$ cat config.mk
export PLATFORM = sky130hd
export DESIGN_NAME = fraction_max_reduce_core
export DESIGN_NICKNAME = d
export VERILOG_FILES = /design/src/rtl/fmr_pkg.sv /design/src/rtl/fmr_unit.sv /design/src/rtl/fraction_max_reduce_core.sv
export SDC_FILE = /design/constraint.sdc
export NUM_CORES = 1
export LEC_CHECK = 0
export BUFFER_PORTS_ARGS = -buffer_cell sky130_fd_sc_hd__buf_2
export CAP_MARGIN = 20
export CORE_ASPECT_RATIO = 1.1
export CORE_MARGIN = 2
export CORE_UTILIZATION = 56
export DETAILED_ROUTE_END_ITERATION = 10
export GPL_ROUTABILITY_DRIVEN = 0
export GPL_TIMING_DRIVEN = 1
export PLACE_DENSITY_LB_ADDON = 0.12
export SETUP_SLACK_MARGIN = 0.5
export SLEW_MARGIN = 15
export SYNTH_ARGS = -nofsm -noshare
export SYNTH_HDL_FRONTEND = slang
export SYNTH_SLANG_ARGS = --single-unit
$ cat constraint.sdc
create_clock -name clk -period 7.3 [get_ports clk]
set_clock_uncertainty 0.2 [all_clocks]
set_input_delay 1.46 -clock clk [delete_from_list [all_inputs] [get_ports clk]]
set_output_delay 1.46 -clock clk [all_outputs]
set_load 0.05 [all_outputs]
$ cat src/rtl/fmr_pkg.sv
// fraction max reduce: shared types and constants
`timescale 1ns / 1ps

package fmr_pkg;

    // default datapath word width and the fixed width of every port field
    localparam int WORD_BITS_DEF = 32;
    localparam int PORT_BITS     = 32;

    // operation of the shared step unit
    typedef enum logic
    {
        OP_MUL,
        OP_DIV
    } op_t;

    // sequencer states
    typedef enum logic [2:0]
    {
        ST_IDLE,
        ST_MUL1,
        ST_MUL2,
        ST_PICK,
        ST_GCD,
        ST_DIVN,
        ST_DIVD,
        ST_DONE
    } state_t;

endpackage

$ cat src/rtl/fmr_unit.sv
// fraction max reduce: shared shift-add / shift-subtract step unit
`timescale 1ns / 1ps

module fmr_unit #(
    parameter int WORD_BITS = fmr_pkg::WORD_BITS_DEF
) (
    input  fmr_pkg::op_t           op,
    input  logic [WORD_BITS:0]     acc,
    input  logic [WORD_BITS-1:0]   low,
    input  logic [WORD_BITS-1:0]   operand,
    output logic [WORD_BITS:0]     acc_next,
    output logic [WORD_BITS-1:0]   low_next
);

    localparam int W = WORD_BITS;

    logic [W:0]   mul_sum;
    logic [W:0]   div_shift;
    logic [W+1:0] div_diff;
    logic         div_ge;

    // multiply step: conditional add, then shift the {acc, low} pair right
    assign mul_sum = {1'b0, acc[W-1:0]} + (low[0] ? {1'b0, operand} : '0);

    // restoring divide step: shift {acc, low} left, trial subtract the divisor
    assign div_shift = {acc[W-1:0], low[W-1]};
    assign div_diff  = {1'b0, div_shift} - {2'b00, operand};
    assign div_ge    = ~div_diff[W+1];

    always_comb
    begin
        case (op)
            fmr_pkg::OP_MUL:
            begin
                acc_next = {1'b0, mul_sum[W:1]};
                low_next = {mul_sum[0], low[W-1:1]};
            end
            fmr_pkg::OP_DIV:
            begin
                acc_next = div_ge ? div_diff[W:0] : div_shift;
                low_next = {low[W-2:0], div_ge};
            end
            default:
            begin
                acc_next = acc;
                low_next = low;
            end
        endcase
    end

endmodule

$ cat src/rtl/fraction_max_reduce_core.sv
// fraction max reduce: top level with sequencer and datapath registers
//
// Takes two signed fractions num_first/den_first and num_second/den_second
// on a valid/ready input channel, picks the larger one (the second on a tie)
// after making both denominators positive, and returns it reduced by the
// gcd of its magnitudes on a valid/ready output channel, together with
// first_won and zero_den_error. Only the low WORD_BITS bits of each input
// are used; num_result and den_result come back zero extended.
// A zero denominator gives a zero result with zero_den_error set.
// Every multiply step, divide step and gcd remainder goes through one shared
// W-bit shift-add / shift-subtract unit, one bit per cycle, so the block
// works on one request at a time and in_ready is high only while idle.
// The result sits in an output register: a new request is taken while it
// waits, and a finished result is held back until the receiver drains it.
// Reset clears the sequencer and the output valid; nothing else needs it.
`timescale 1ns / 1ps

module fraction_max_reduce_core #(
    parameter int WORD_BITS = fmr_pkg::WORD_BITS_DEF
) (
    input  logic                                 clk,
    input  logic                                 rst_n,
    input  logic                                 in_valid,
    output logic                                 in_ready,
    input  logic signed [fmr_pkg::PORT_BITS-1:0] num_first,
    input  logic signed [fmr_pkg::PORT_BITS-1:0] den_first,
    input  logic signed [fmr_pkg::PORT_BITS-1:0] num_second,
    input  logic signed [fmr_pkg::PORT_BITS-1:0] den_second,
    output logic                                 out_valid,
    input  logic                                 out_ready,
    output logic signed [fmr_pkg::PORT_BITS-1:0] num_result,
    output logic        [fmr_pkg::PORT_BITS-1:0] den_result,
    output logic                                 first_won,
    output logic                                 zero_den_error
);

    localparam int W  = WORD_BITS;
    localparam int CW = $clog2(WORD_BITS);
    localparam int PB = fmr_pkg::PORT_BITS;

    // control registers
    fmr_pkg::state_t state_reg, state_next;
    logic [CW-1:0]   cnt_reg, cnt_next;
    logic            out_valid_reg, out_valid_next;

    // payload registers
    logic [W-1:0]    m1_reg, d1_reg, m2_reg, d2_reg;
    logic            s1_reg, s2_reg;
    logic [W:0]      acc_reg;
    logic [W-1:0]    low_reg;
    logic [2*W-1:0]  prod_reg;
    logic [W-1:0]    mag_reg, den_reg, b_reg;
    logic            neg_reg;
    logic [W-1:0]    res_num_reg, res_den_reg;
    logic            first_reg, err_reg;
    logic [W-1:0]    out_num_reg, out_den_reg;
    logic            out_first_reg, out_err_reg;

    // unit connections
    fmr_pkg::op_t    unit_op;
    logic [W-1:0]    unit_operand;
    logic [W:0]      unit_acc;
    logic [W-1:0]    unit_low;

    // input decode
    logic [W-1:0]    in_n1, in_d1, in_n2, in_d2;
    logic [W-1:0]    mag_n1, mag_d1, mag_n2, mag_d2;
    logic            in_s1, in_s2, in_zero_den;
    logic            accept, last, out_free;

    // selection after both products
    logic [2*W-1:0]  p2;
    logic            pick_first;
    logic [W-1:0]    pick_mag, pick_den;
    logic            pick_neg;
    logic [W-1:0]    signed_quot;

    assign accept   = in_valid && in_ready;
    assign last     = (cnt_reg == CW'(W - 1));
    assign out_free = !out_valid_reg || out_ready;

    // low word of each field, magnitude and sign after denominator normalizing
    always_comb
    begin
        in_n1       = num_first[W-1:0];
        in_d1       = den_first[W-1:0];
        in_n2       = num_second[W-1:0];
        in_d2       = den_second[W-1:0];
        mag_n1      = in_n1[W-1] ? W'(-in_n1) : in_n1;
        mag_d1      = in_d1[W-1] ? W'(-in_d1) : in_d1;
        mag_n2      = in_n2[W-1] ? W'(-in_n2) : in_n2;
        mag_d2      = in_d2[W-1] ? W'(-in_d2) : in_d2;
        in_s1       = (in_n1 != '0) && (in_n1[W-1] ^ in_d1[W-1]);
        in_s2       = (in_n2 != '0) && (in_n2[W-1] ^ in_d2[W-1]);
        in_zero_den = (in_d1 == '0) || (in_d2 == '0);
    end

    // compare signed cross products, second wins on a tie
    always_comb
    begin
        p2 = {acc_reg[W-1:0], low_reg};
        if (s1_reg != s2_reg)
        begin
            pick_first = !s1_reg;
        end
        else if (!s1_reg)
        begin
            pick_first = (prod_reg > p2);
        end
        else
        begin
            pick_first = (prod_reg < p2);
        end
        pick_mag = pick_first ? m1_reg : m2_reg;
        pick_den = pick_first ? d1_reg : d2_reg;
        pick_neg = pick_first ? s1_reg : s2_reg;
    end

    // sign the reduced numerator, saturating the one positive overflow
    always_comb
    begin
        if (neg_reg)
        begin
            signed_quot = W'(-unit_low);
        end
        else if (unit_low[W-1])
        begin
            signed_quot = {1'b0, {(W-1){1'b1}}};
        end
        else
        begin
            signed_quot = unit_low;
        end
    end

    // shared step unit
    fmr_unit #(
        .WORD_BITS (WORD_BITS)
    ) u_unit (
        .op       (unit_op),
        .acc      (acc_reg),
        .low      (low_reg),
        .operand  (unit_operand),
        .acc_next (unit_acc),
        .low_next (unit_low)
    );

    // sequencer next state
    always_comb
    begin
        state_next = state_reg;
        case (state_reg)
            fmr_pkg::ST_IDLE:
            begin
                if (accept)
                begin
                    state_next = in_zero_den ? fmr_pkg::ST_DONE : fmr_pkg::ST_MUL1;
                end
            end
            fmr_pkg::ST_MUL1:
            begin
                if (last)
                begin
                    state_next = fmr_pkg::ST_MUL2;
                end
            end
            fmr_pkg::ST_MUL2:
            begin
                if (last)
                begin
                    state_next = fmr_pkg::ST_PICK;
                end
            end
            fmr_pkg::ST_PICK:
            begin
                state_next = (pick_mag == '0) ? fmr_pkg::ST_DONE : fmr_pkg::ST_GCD;
            end
            fmr_pkg::ST_GCD:
            begin
                if (last && (unit_acc[W-1:0] == '0))
                begin
                    state_next = fmr_pkg::ST_DIVN;
                end
            end
            fmr_pkg::ST_DIVN:
            begin
                if (last)
                begin
                    state_next = fmr_pkg::ST_DIVD;
                end
            end
            fmr_pkg::ST_DIVD:
            begin
                if (last)
                begin
                    state_next = fmr_pkg::ST_DONE;
                end
            end
            fmr_pkg::ST_DONE:
            begin
                if (out_free)
                begin
                    state_next = fmr_pkg::ST_IDLE;
                end
            end
            default:
            begin
                state_next = fmr_pkg::ST_IDLE;
            end
        endcase
    end

    // sequencer outputs: unit operation, operand, step count, handshakes
    always_comb
    begin
        in_ready     = (state_reg == fmr_pkg::ST_IDLE);
        unit_op      = fmr_pkg::OP_DIV;
        unit_operand = b_reg;
        cnt_next     = '0;
        case (state_reg)
            fmr_pkg::ST_MUL1:
            begin
                unit_op      = fmr_pkg::OP_MUL;
                unit_operand = m1_reg;
                cnt_next     = last ? '0 : cnt_reg + 1'b1;
            end
            fmr_pkg::ST_MUL2:
            begin
                unit_op      = fmr_pkg::OP_MUL;
                unit_operand = m2_reg;
                cnt_next     = last ? '0 : cnt_reg + 1'b1;
            end
            fmr_pkg::ST_GCD, fmr_pkg::ST_DIVN, fmr_pkg::ST_DIVD:
            begin
                cnt_next = last ? '0 : cnt_reg + 1'b1;
            end
            default:
            begin
                cnt_next = '0;
            end
        endcase
        if ((state_reg == fmr_pkg::ST_DONE) && out_free)
        begin
            out_valid_next = 1'b1;
        end
        else if (out_ready)
        begin
            out_valid_next = 1'b0;
        end
        else
        begin
            out_valid_next = out_valid_reg;
        end
    end

    // control registers
    always_ff @(posedge clk or negedge rst_n)
    begin
        if (!rst_n)
        begin
            state_reg     <= fmr_pkg::ST_IDLE;
            cnt_reg       <= '0;
            out_valid_reg <= 1'b0;
        end
        else
        begin
            state_reg     <= state_next;
            cnt_reg       <= cnt_next;
            out_valid_reg <= out_valid_next;
        end
    end

    // datapath registers
    always_ff @(posedge clk)
    begin
        case (state_reg)
            fmr_pkg::ST_IDLE:
            begin
                if (accept)
                begin
                    m1_reg      <= mag_n1;
                    d1_reg      <= mag_d1;
                    m2_reg      <= mag_n2;
                    d2_reg      <= mag_d2;
                    s1_reg      <= in_s1;
                    s2_reg      <= in_s2;
                    acc_reg     <= '0;
                    low_reg     <= mag_d2;
                    res_num_reg <= '0;
                    res_den_reg <= '0;
                    first_reg   <= 1'b0;
                    err_reg     <= in_zero_den;
                end
            end
            fmr_pkg::ST_MUL1:
            begin
                if (last)
                begin
                    prod_reg <= {unit_acc[W-1:0], unit_low};
                    acc_reg  <= '0;
                    low_reg  <= d1_reg;
                end
                else
                begin
                    acc_reg <= unit_acc;
                    low_reg <= unit_low;
                end
            end
            fmr_pkg::ST_MUL2:
            begin
                acc_reg <= unit_acc;
                low_reg <= unit_low;
            end
            fmr_pkg::ST_PICK:
            begin
                first_reg <= pick_first;
                mag_reg   <= pick_mag;
                den_reg   <= pick_den;
                neg_reg   <= pick_neg;
                b_reg     <= pick_den;
                acc_reg   <= '0;
                low_reg   <= pick_mag;
                if (pick_mag == '0)
                begin
                    res_num_reg <= '0;
                    res_den_reg <= W'(1);
                end
            end
            fmr_pkg::ST_GCD:
            begin
                // remainder zero: b holds the gcd, start on the numerator
                if (last)
                begin
                    acc_reg <= '0;
                    if (unit_acc[W-1:0] == '0)
                    begin
                        low_reg <= mag_reg;
                    end
                    else
                    begin
                        b_reg   <= unit_acc[W-1:0];
                        low_reg <= b_reg;
                    end
                end
                else
                begin
                    acc_reg <= unit_acc;
                    low_reg <= unit_low;
                end
            end
            fmr_pkg::ST_DIVN:
            begin
                if (last)
                begin
                    res_num_reg <= signed_quot;
                    acc_reg     <= '0;
                    low_reg     <= den_reg;
                end
                else
                begin
                    acc_reg <= unit_acc;
                    low_reg <= unit_low;
                end
            end
            fmr_pkg::ST_DIVD:
            begin
                acc_reg <= unit_acc;
                low_reg <= unit_low;
                if (last)
                begin
                    res_den_reg <= unit_low;
                end
            end
            fmr_pkg::ST_DONE:
            begin
                if (out_free)
                begin
                    out_num_reg   <= res_num_reg;
                    out_den_reg   <= res_den_reg;
                    out_first_reg <= first_reg;
                    out_err_reg   <= err_reg;
                end
            end
            default:
            begin
                acc_reg <= acc_reg;
            end
        endcase
    end

    // result ports
    assign out_valid      = out_valid_reg;
    assign num_result     = $signed(PB'(out_num_reg));
    assign den_result     = PB'(out_den_reg);
    assign first_won      = out_first_reg;
    assign zero_den_error = out_err_reg;

endmodule
## Word-level counts from Yosys, hierarchy flattened

Index checks and enable logic that the tools add are counted.

- Register bits: 496

- $lt $le $gt $ge: 2
- Mux-type cells: 52
- Reductions and logical operators: 37
- $add $sub $neg: 8
- Bitwise logic cells: 3
- Equal/unequal tests: 19

Operators by type and width:

| kind | number |
|---|---|
| $mux 32 | 20 |
| $pmux 32 s2 | 4 |
| $pmux 32 s3 | 2 |
| $pmux 32 s6 | 1 |
| $neg 32->32 | 5 |
| $logic_not 32->1 | 4 |
| $pmux 32 s4 | 1 |
| $mux 31 | 4 |
| $gt 64x64->1 | 1 |
| $lt 64x64->1 | 1 |
| $reduce_bool 32->1 | 2 |
| $sub 33x32->34 | 1 |
| $add 32x32->33 | 1 |
| $mux 3 | 8 |
| $pmux 3 s8 | 1 |
| $ne 2x2->1 const B | 9 |
| $eq 3x3->1 const B | 4 |
| $reduce_and 2->1 | 6 |
| $mux 5 | 2 |
| $reduce_and 4->1 | 2 |
| $mux 1 | 7 |
| $reduce_and 7->1 | 1 |
| $eq 3x2->1 const B | 2 |
| $reduce_bool 2->1 | 3 |
| other kinds (20) | 29 |

## Longest topological paths before layout

Gate-level depths: netlist (run 1).

- Word-level depth: 9
- Mapped depth: 27

## Hierarchy

From an unflattened synthesis (run 1), not the netlist that was laid out.

- Cells, all modules: 2,658
- Area total of the unflattened synthesis: 28,909.0 um^2

By module, submodules not included:

| module | cells an instance | instances | area each (um^2) |
|---|---|---|---|
| fraction_max_reduce_core | 1,996 | 1 | 24,234.5 |
| fmr_unit | 662 | 1 | 4,674.5 |

## Worst setup path after synthesis (run 1)

OpenSTA, ideal clock, no wires.

- Path type: register -> register
- Start point: register state_reg[2]
- End point: register b_reg[0] (enable)
- Required time: 6.664 ns
- Stages on the path, launching flop included: 25
- Data arrival time: 6.297 ns
- Slack: 0.367 ns
- Clock period less this slack: 6.933 ns
- Library setup time: 0.436 ns
- Buffers on the path: 8
- Cells stage by stage: dfrtp_1 -> clkbuf_1 -> clkbuf_1 -> nor2_1 -> clkbuf_1 -> a22o_1 -> nand2_1 -> o21ai_0 -> a21oi_1 -> ha_1 -> buf_6 -> a21o_1 -> a31oi_1 -> o221ai_2 -> o31a_2 -> nor2_2 -> buf_6 -> buf_2 -> a21oi_1 -> a22o_1 -> and2_1 -> clkbuf_1 -> clkbuf_1 -> a21oi_1 -> a2bb2oi_1

- Longest elaborated chain between the ends: 8

RTL lines:

| item | RTL line | text |
|---|---|---|
| start: declaration | fraction_max_reduce_core.sv:42 | `fmr_pkg::state_t state_reg, state_next;` |
| start signal: assignment | fraction_max_reduce_core.sv:261 | `state_reg <= fmr_pkg::ST_IDLE;` |
| start signal: assignment | fraction_max_reduce_core.sv:267 | `state_reg <= state_next;` |
| $eq 3x2->1 / $eq 3x1->1 (equally long branches) | fraction_max_reduce_core.sv:220 | `case (state_reg)` |
| $pmux 32 s2 | fraction_max_reduce_core.sv:220 |  |
| $sub 33x32->34 / $mux 32 (equally long branches) | fmr_unit.sv:27, fmr_unit.sv:23 |  |
| $mux 32 / $add 32x32->33 (equally long branches) | fmr_unit.sv:40, fmr_unit.sv:23 |  |
| $pmux 32 s2 | fmr_unit.sv:32 | `case (op)` |
| $logic_not 32->1 | fraction_max_reduce_core.sv:335 | `if (unit_acc[W-1:0] == '0)` |
| $ne 2x2->1 (no source line) | -- |  |
| $reduce_and 3->1 (no source line) * | -- |  |
| end signal: assignment | fraction_max_reduce_core.sv:320 | `b_reg <= pick_den;` |
| end signal: assignment | fraction_max_reduce_core.sv:341 | `b_reg <= unit_acc[W-1:0];` |
| end: declaration | fraction_max_reduce_core.sv:52 | `logic [W-1:0] mag_reg, den_reg, b_reg;` |

Every way passes the cells marked *; elsewhere a longest branch is shown, timed or not.
A chain may end at the register's enable or synchronous reset.

## Final worst setup path (run 1)

- Start point: register state_reg[1]
- End point: register low_reg[23], data pin

- Longest elaborated chain between the ends: 9

RTL lines:

| item | RTL line | text |
|---|---|---|
| $eq 3x2->1 / $eq 3x1->1 (equally long branches) | fraction_max_reduce_core.sv:220, fraction_max_reduce_core.sv:276 |  |
| $pmux 32 s2 | fraction_max_reduce_core.sv:220 |  |
| $sub 33x32->34 / $mux 32 (equally long branches) | fmr_unit.sv:27, fmr_unit.sv:23 |  |
| $mux 32 / $add 32x32->33 (equally long branches) | fmr_unit.sv:40, fmr_unit.sv:23 |  |
| $pmux 32 s2 | fmr_unit.sv:32 |  |
| $logic_not 32->1 | fraction_max_reduce_core.sv:335 |  |
| $mux 32 | fraction_max_reduce_core.sv:335 |  |
| $mux 32 | fraction_max_reduce_core.sv:332 | `if (last)` |
| $pmux 32 s6 * | fraction_max_reduce_core.sv:276 | `case (state_reg)` |
| end signal: assignment | fraction_max_reduce_core.sv:288 | `low_reg <= mag_d2;` |
| end signal: assignment | fraction_max_reduce_core.sv:337 | `low_reg <= mag_reg;` |
| end signal: assignment | fraction_max_reduce_core.sv:342 | `low_reg <= b_reg;` |
| end: declaration | fraction_max_reduce_core.sv:50 | `logic [W-1:0] low_reg;` |

Marked as above.

==> impl_metrics.py, run 1 <==
metrics = {
    "status": {
        "status": "finished, final reports clean",
    },
    "sta": {
        "grt_setup_unrepaired": "no",
        "hold_violations": 0,
        "worst_pin_slew_ps": 1010,
        "setup_viol": 0,
        "period_share_pct": 90.1,
        "min_period_ps": 6580,
        "finalSetupTns_ps": 0,
        "report.final.slew_viol_count": 0,
        "slew_headroom_pct": 30.9,
        "fmax_mhz": 152,
    },
    "floorplanning": {
        "die_x_um": 226,
        "initial_core_util_pct": 56.6,
        "die_area_mm2": 0.0561,
        "die_h_um": 248,
        "coreArea_mm2": 0.0537,
        "io_pins": 200,
        "row_count": 89,
    },
    "critical_path": {
        "worst-path-max-fanout": 39,
        "cpMostUsedCell": "buf_4",
        "cpMaxStageDelayCell": "or4_1",
        "r2r-start": "state_reg[1]",
        "slowest_delay_ps": 590,
        "cp-startpoint": "state_reg[1]",
        "critPathLaunchType": "flop",
        "endpoint_kind": "flop",
        "arrival_ps": 6740,
        "path_cells": "inv_1, buf_4, a22oi_1, o21ai_0, a21oi_1, buf_4, ha_1, nand2_1, or4_1, nor2_2, o31a_4, nor4_1, a311oi_2, o211ai_1, nor4_1, nand4b_1, nor4b_4, buf_4, a21boi_0, o31a_1",
        "cp.required_ps": 7470,
        "critPathKind": "reg -> reg",
    },
    "routing": {
        "drc_errors": 0,
        "wl_per_cell_um": 26.5,
        "drtIter0Drc": 4372,
        "num_vias": 26800,
        "ant_nets": 0,
        "vias_per_cell": 6.70,
        "dr.pass1.iters": 6,
        "wirelength_um": 106000,
    },
    "layout": {
        "stdcell_area_mm2": 0.0342,
        "layout-drive-gt1-share_pct": 13.2,
        "largest_register_ff_count": 64,
        "syn_to_final_growth_pct": 12.5,
        "final_common_cell": "edfxtp_1",
        "nNetsFinal": 3496,
        "final_cell_mix": "edfxtp_1, nand2_1, a21oi_1",
        "final_cells": 3995,
        "diodes": 0,
        "n_fill_cell": 4349,
    },
    "clock_tree": {
        "cts_tree": "done",
        "clock-sinks": 496,
        "clk_pin_slew_ps": 60,
        "cts_root_buf": "clkbuf_16",
        "htreeDepth": 2,
        "numCtsBuffers": 51,
        "clock_latency_ps": 620,
        "cts_buffer_depth": 3,
    },
    "global_routing": {
        "first_global_vias": 24500,
        "grt_max_degree": 75,
        "grt_pass1_wl_um": 154000,
        "antenna_found_initial": 1,
        "overflow": 0,
        "groute.usage.overall_pct": 37.2,
    },
    "worst_hold_path": {
        "min_from": "res_num_reg[13]",
        "min_path_type": "reg -> reg",
    },
    "synthesis": {
        "synthFlopType": "edfxtp_1",
        "ys_ff_latch": 496,
        "synth.yosys.seq_area_share_pct": 48.9,
        "yosys_warnings": 0,
        "syn_nets": 3325,
        "async_reset_ff_share_pct": 1.81,
        "syn_area_per_cell_um2": 9.94,
        "synth_cells": 3055,
        "syn_area_mm2": 0.0304,
        "synth_edf_count": 487,
        "ys_types": 92,
    },
    "run": {
        "drv_cap": 0,
    },
    "placed_design": {
        "dp_cells": 3898,
        "portBuffers": 199,
        "dpl.hpwl_um": 79200,
        "dpl_cell_area_mm2": 0.0323,
    },
}
-- critical path, delay by kind of cell, from the launching register on --
family | cells | cell delay, ps
adder cells (fa/ha/maj) | 1 | 410
flip-flops | 1 | 420
buffers and inverters | 4 | 1140
AO/OA/AOI/OAI | 8 | 2020
AND/OR/NAND/NOR | 7 | 2130
-- cell usage after synthesis, types with 35 or more instances --
library cell	n	area (um2)
nor2_1	244	916
nand3_1	53	265
clkbuf_1	122	458
xnor2_1	156	1370
nand2_1	367	1380
nand4_1	35	219
a21oi_1	255	1280
o31ai_1	56	420
o21ai_0	233	1170
inv_1	163	612
nor3_1	37	185
edfxtp_1	487	14600
mux2i_1	36	360
ha_1	136	1700
a22oi_1	63	473
-- final timing paths --
check | to | slack, ps | cells after the start
worst max-delay path | low_reg[23] | 720 | 20
worst max register to register | low_reg[23] | 720 | 20
min in group asynchronous | out_valid | 540 | 1
worst min-delay path | num_result[13] | 210 | 0
max in group asynchronous | state_reg[0] | 6040 | 1
worst min register to register | num_result[13] | 210 | 0
-- area by class of cell --
class	instances	area (um2)	area share, %
Sequential cell	496	14900	43.5
Multi-Input combinational cell	2236	14400	42.1
Timing Repair Buffer	277	1660	4.86
Clock buffer	57	1320	3.86
Tap cell	728	911	2.67
Inverter	164	617	1.81
Clock inverter	37	405	1.19
-- cell families (layout without fill, tap and decap cells) --
kind of cell	after synthesis	in the layout	synth area share (%)
AO/OA/AOI/OAI	937	937	20.2
XOR/XNOR	182	182	5.25
adder cells (fa/ha/maj)	138	138	5.73
buffers and inverters	323	535	4.20
flip-flops	496	496	48.9
multiplexers	49	49	1.67
AND/OR/NAND/NOR	930	930	14.1
-- through the flow --
stage | setup slack, ps | hold slack, ps | utilization [%]
2_1_floorplan | 516 | 200 | -
3_3_place_gp | 622 | 201 | 60.2
3_5_place_dp | 475 | 205 | 60.2
4_1_cts | 616 | 216 | 63.5
5_1_grt | 509 | 224 | 63.7
6_report | 724 | 213 | 63.7
-- per-layer routing --
metal,share of wire [%],global-route usage (%),wire length [um]
met5,0.0094,0,10
met4,7.6,22.8,8040
met3,15,11.9,15600
met2,41,52.9,43000
met1,37,49.5,39200
-- what timing repair did --
action / in CTS / in global routing
hold buffers: 0 / 0
setup buffers: 0 / 2
setup endpoints to repair: 1 / 78
resized for setup: 1 / 9
pin swaps: 0 / 1
Power of run 1 is not shown: default switching activity piles up to over one toggle a cycle in this logic, so the estimate is an artifact.
==> inputs of run 2 (changes only) <==
ABC_AREA = 1   (was unset)
RECOVER_POWER = 25   (was unset)
==> impl_metrics.py, run 2 <==
metrics = {
    "layout": {
        "layout-drive-gt1-share_pct": 9.46,
        "final_cells": 5025,
        "syn_to_final_growth_pct": 10.2,
        "largest_register_ff_count": 64,
        "final_common_cell": "nand2_1",
        "nNetsFinal": 4504,
        "fin_util_pct": 62.3,
        "final_cell_mix": "nand2_1, inv_1, edfxtp_1",
    },
    "run": {
        "drv_cap": 7,
    },
    "global_routing": {
        "grt_util_met3_pct": 5.95,
        "grt_max_degree": 132,
        "first_global_vias": 26800,
        "groute.usage.overall_pct": 35.6,
        "antenna_found_initial": 1,
        "met2_usage_pct": 55.0,
        "overflow": 0,
        "use_met1_pct": 47.3,
        "grt.busiest_layer": "met2",
        "grt_pass1_wl_um": 160000,
    },
    "clock_tree": {
        "cts_root_buf": "clkbuf_16",
        "cts_buffer_depth": 3,
        "numCtsBuffers": 49,
        "clock_latency_ps": 620,
        "clk_pin_slew_ps": 70,
        "htreeDepth": 2,
        "cts_tree": "done",
        "clock-sinks": 496,
    },
    "sta": {
        "worst_pin_slew_ps": 3760,
        "fmax_mhz": 154,
        "finalSetupTns_ps": 0,
        "period_share_pct": 88.8,
        "grt_setup_unrepaired": "no",
        "report.final.slew_viol_count": 264,
        "slew_headroom_pct": -151,
        "min_period_ps": 6480,
        "hold_violations": 0,
        "setup_viol": 0,
    },
    "critical_path": {
        "cpMaxStageDelayCell": "a221oi_1",
        "r2r-start": "state_reg[0]",
        "cp.required_ps": 7470,
        "worst-path-buf-inv": 4,
        "crit_cells": 29,
        "r2r_setup_slack_ps": 820,
        "slowest_delay_ps": 720,
        "cp-startpoint": "state_reg[0]",
        "cpMostUsedCell": "nand2_1",
        "endpoint_kind": "flop",
        "critPathLaunchType": "flop",
        "r2r_cells": 29,
        "arrival_ps": 6650,
        "worst-path-max-fanout": 32,
        "critPathKind": "reg -> reg",
        "cp_top_family": "simple AND/OR/NAND/NOR gates",
    },
    "placed_design": {
        "portBuffers": 199,
        "dpl.hpwl_um": 81900,
        "dp_cells": 4931,
    },
    "worst_hold_path": {
        "min_path_type": "reg -> reg",
        "holdPathStages": 0,
        "min_from": "res_den_reg[24]",
    },
    "status": {
        "status": "finished, violations left",
        "violations": "max-capacitance violations, max-slew violations",
    },
    "floorplanning": {
        "die_h_um": 256,
        "initial_core_util_pct": 56.5,
        "coreArea_mm2": 0.0571,
        "die_x_um": 233,
        "row_count": 92,
        "die_area_mm2": 0.0596,
        "io_pins": 200,
    },
    "synthesis": {
        "netlist_top_cells_area": "edfxtp_1, nand2_1, inv_1, ha_1, nor2_1",
        "ys_types": 57,
        "ys_ff_latch": 496,
        "synth.largest_area_cell": "edfxtp_1",
        "async_reset_ff_share_pct": 1.81,
        "yosys_warnings": 0,
        "syn_area_mm2": 0.0323,
        "synth.yosys.seq_area_share_pct": 46.0,
        "syn_nets": 4341,
        "synthFlopType": "edfxtp_1",
        "synth_top_area_share_pct": 45.3,
        "yosysMostFrequentCell": "nand2_1",
        "synth_edf_count": 487,
        "synth_cells": 4071,
        "syn_area_per_cell_um2": 7.93,
        "ys_top_cells_by_count": "nand2_1, inv_1, edfxtp_1",
    },
    "routing": {
        "dr.pass1.iters": 7,
        "vias_per_cell": 5.78,
        "wirelength_um": 107000,
        "wl_per_cell_um": 21.3,
        "ant_nets": 0,
        "num_vias": 29000,
        "drc_errors": 0,
        "drtIter0Drc": 3653,
    },
}
[run 2: cell types whose count changed after synthesis, moves of 60 or more]
| cell | before | now |
|---|---|---|
| nand2_1 | 367 | 1098 |
| inv_1 | 163 | 653 |
| nand3_1 | 53 | 262 |
| nor2_1 | 244 | 403 |
| a21oi_1 | 255 | 140 |
| xnor2_1 | 156 | 56 |
| a22oi_1 | 63 | 0 |
| xor2_1 | 26 | 86 |
[run 2: logic make-up after synthesis]
| group | after synthesis | share of synthesized area, % |
|---|---|---|
| simple gates | 1957 | 25.3 |
| buf+inv | 813 | 9.91 |
| compound gates | 525 | 9.52 |
| flops | 496 | 46.0 |
| xor+xnor | 142 | 3.85 |
| fa+ha+maj | 138 | 5.40 |
[run 2: layout make-up]
type | instances | area [um2]
Clock inverter | 33 | 299
Antenna cell | 1 | 2.50
Inverter | 680 | 2550
Multi-Input combinational cell | 2762 | 14300
Sequential cell | 496 | 14800
Clock buffer | 56 | 1250
Tap cell | 752 | 941
Fill cell | 5228 | 21500
Timing Repair Buffer | 245 | 1360
[run 2: timing repair]
item | 4_1_cts | 5_1_grt
endpoints found under the hold margin | 0 | 0
endpoints found under the setup margin | 0 | 69
hold buffers | 0 | 0
gates resized for setup | 0 | 1
setup buffers | 0 | 1
[run 2: worst paths after layout]
kind	to
worst min register to register	den_result[24]
worst max-delay path	low_reg[21]
min in group asynchronous	state_reg[0]
worst max register to register	low_reg[21]
max in group asynchronous	cnt_reg[3]
worst min-delay path	den_result[24]
[run 2: metrics by stage]
stage	setup slack (ps)	instance area, um2	hold slack, ps
detailed placement	826	34000	205
floorplan	572	32300	200
global route	510	35600	218
finish	820	35600	215
CTS	810	35500	218
global placement	950	34000	201
[run 2: metal layers]
metal | up-vias | wire [um]
met5 | - | 0
met4 | 0 | 7770
met3 | 362 | 12100
met2 | 1852 | 47000
met1 | 13100 | 40000
li1 | 13700 | -
Power of run 2 is left out for the same reason.
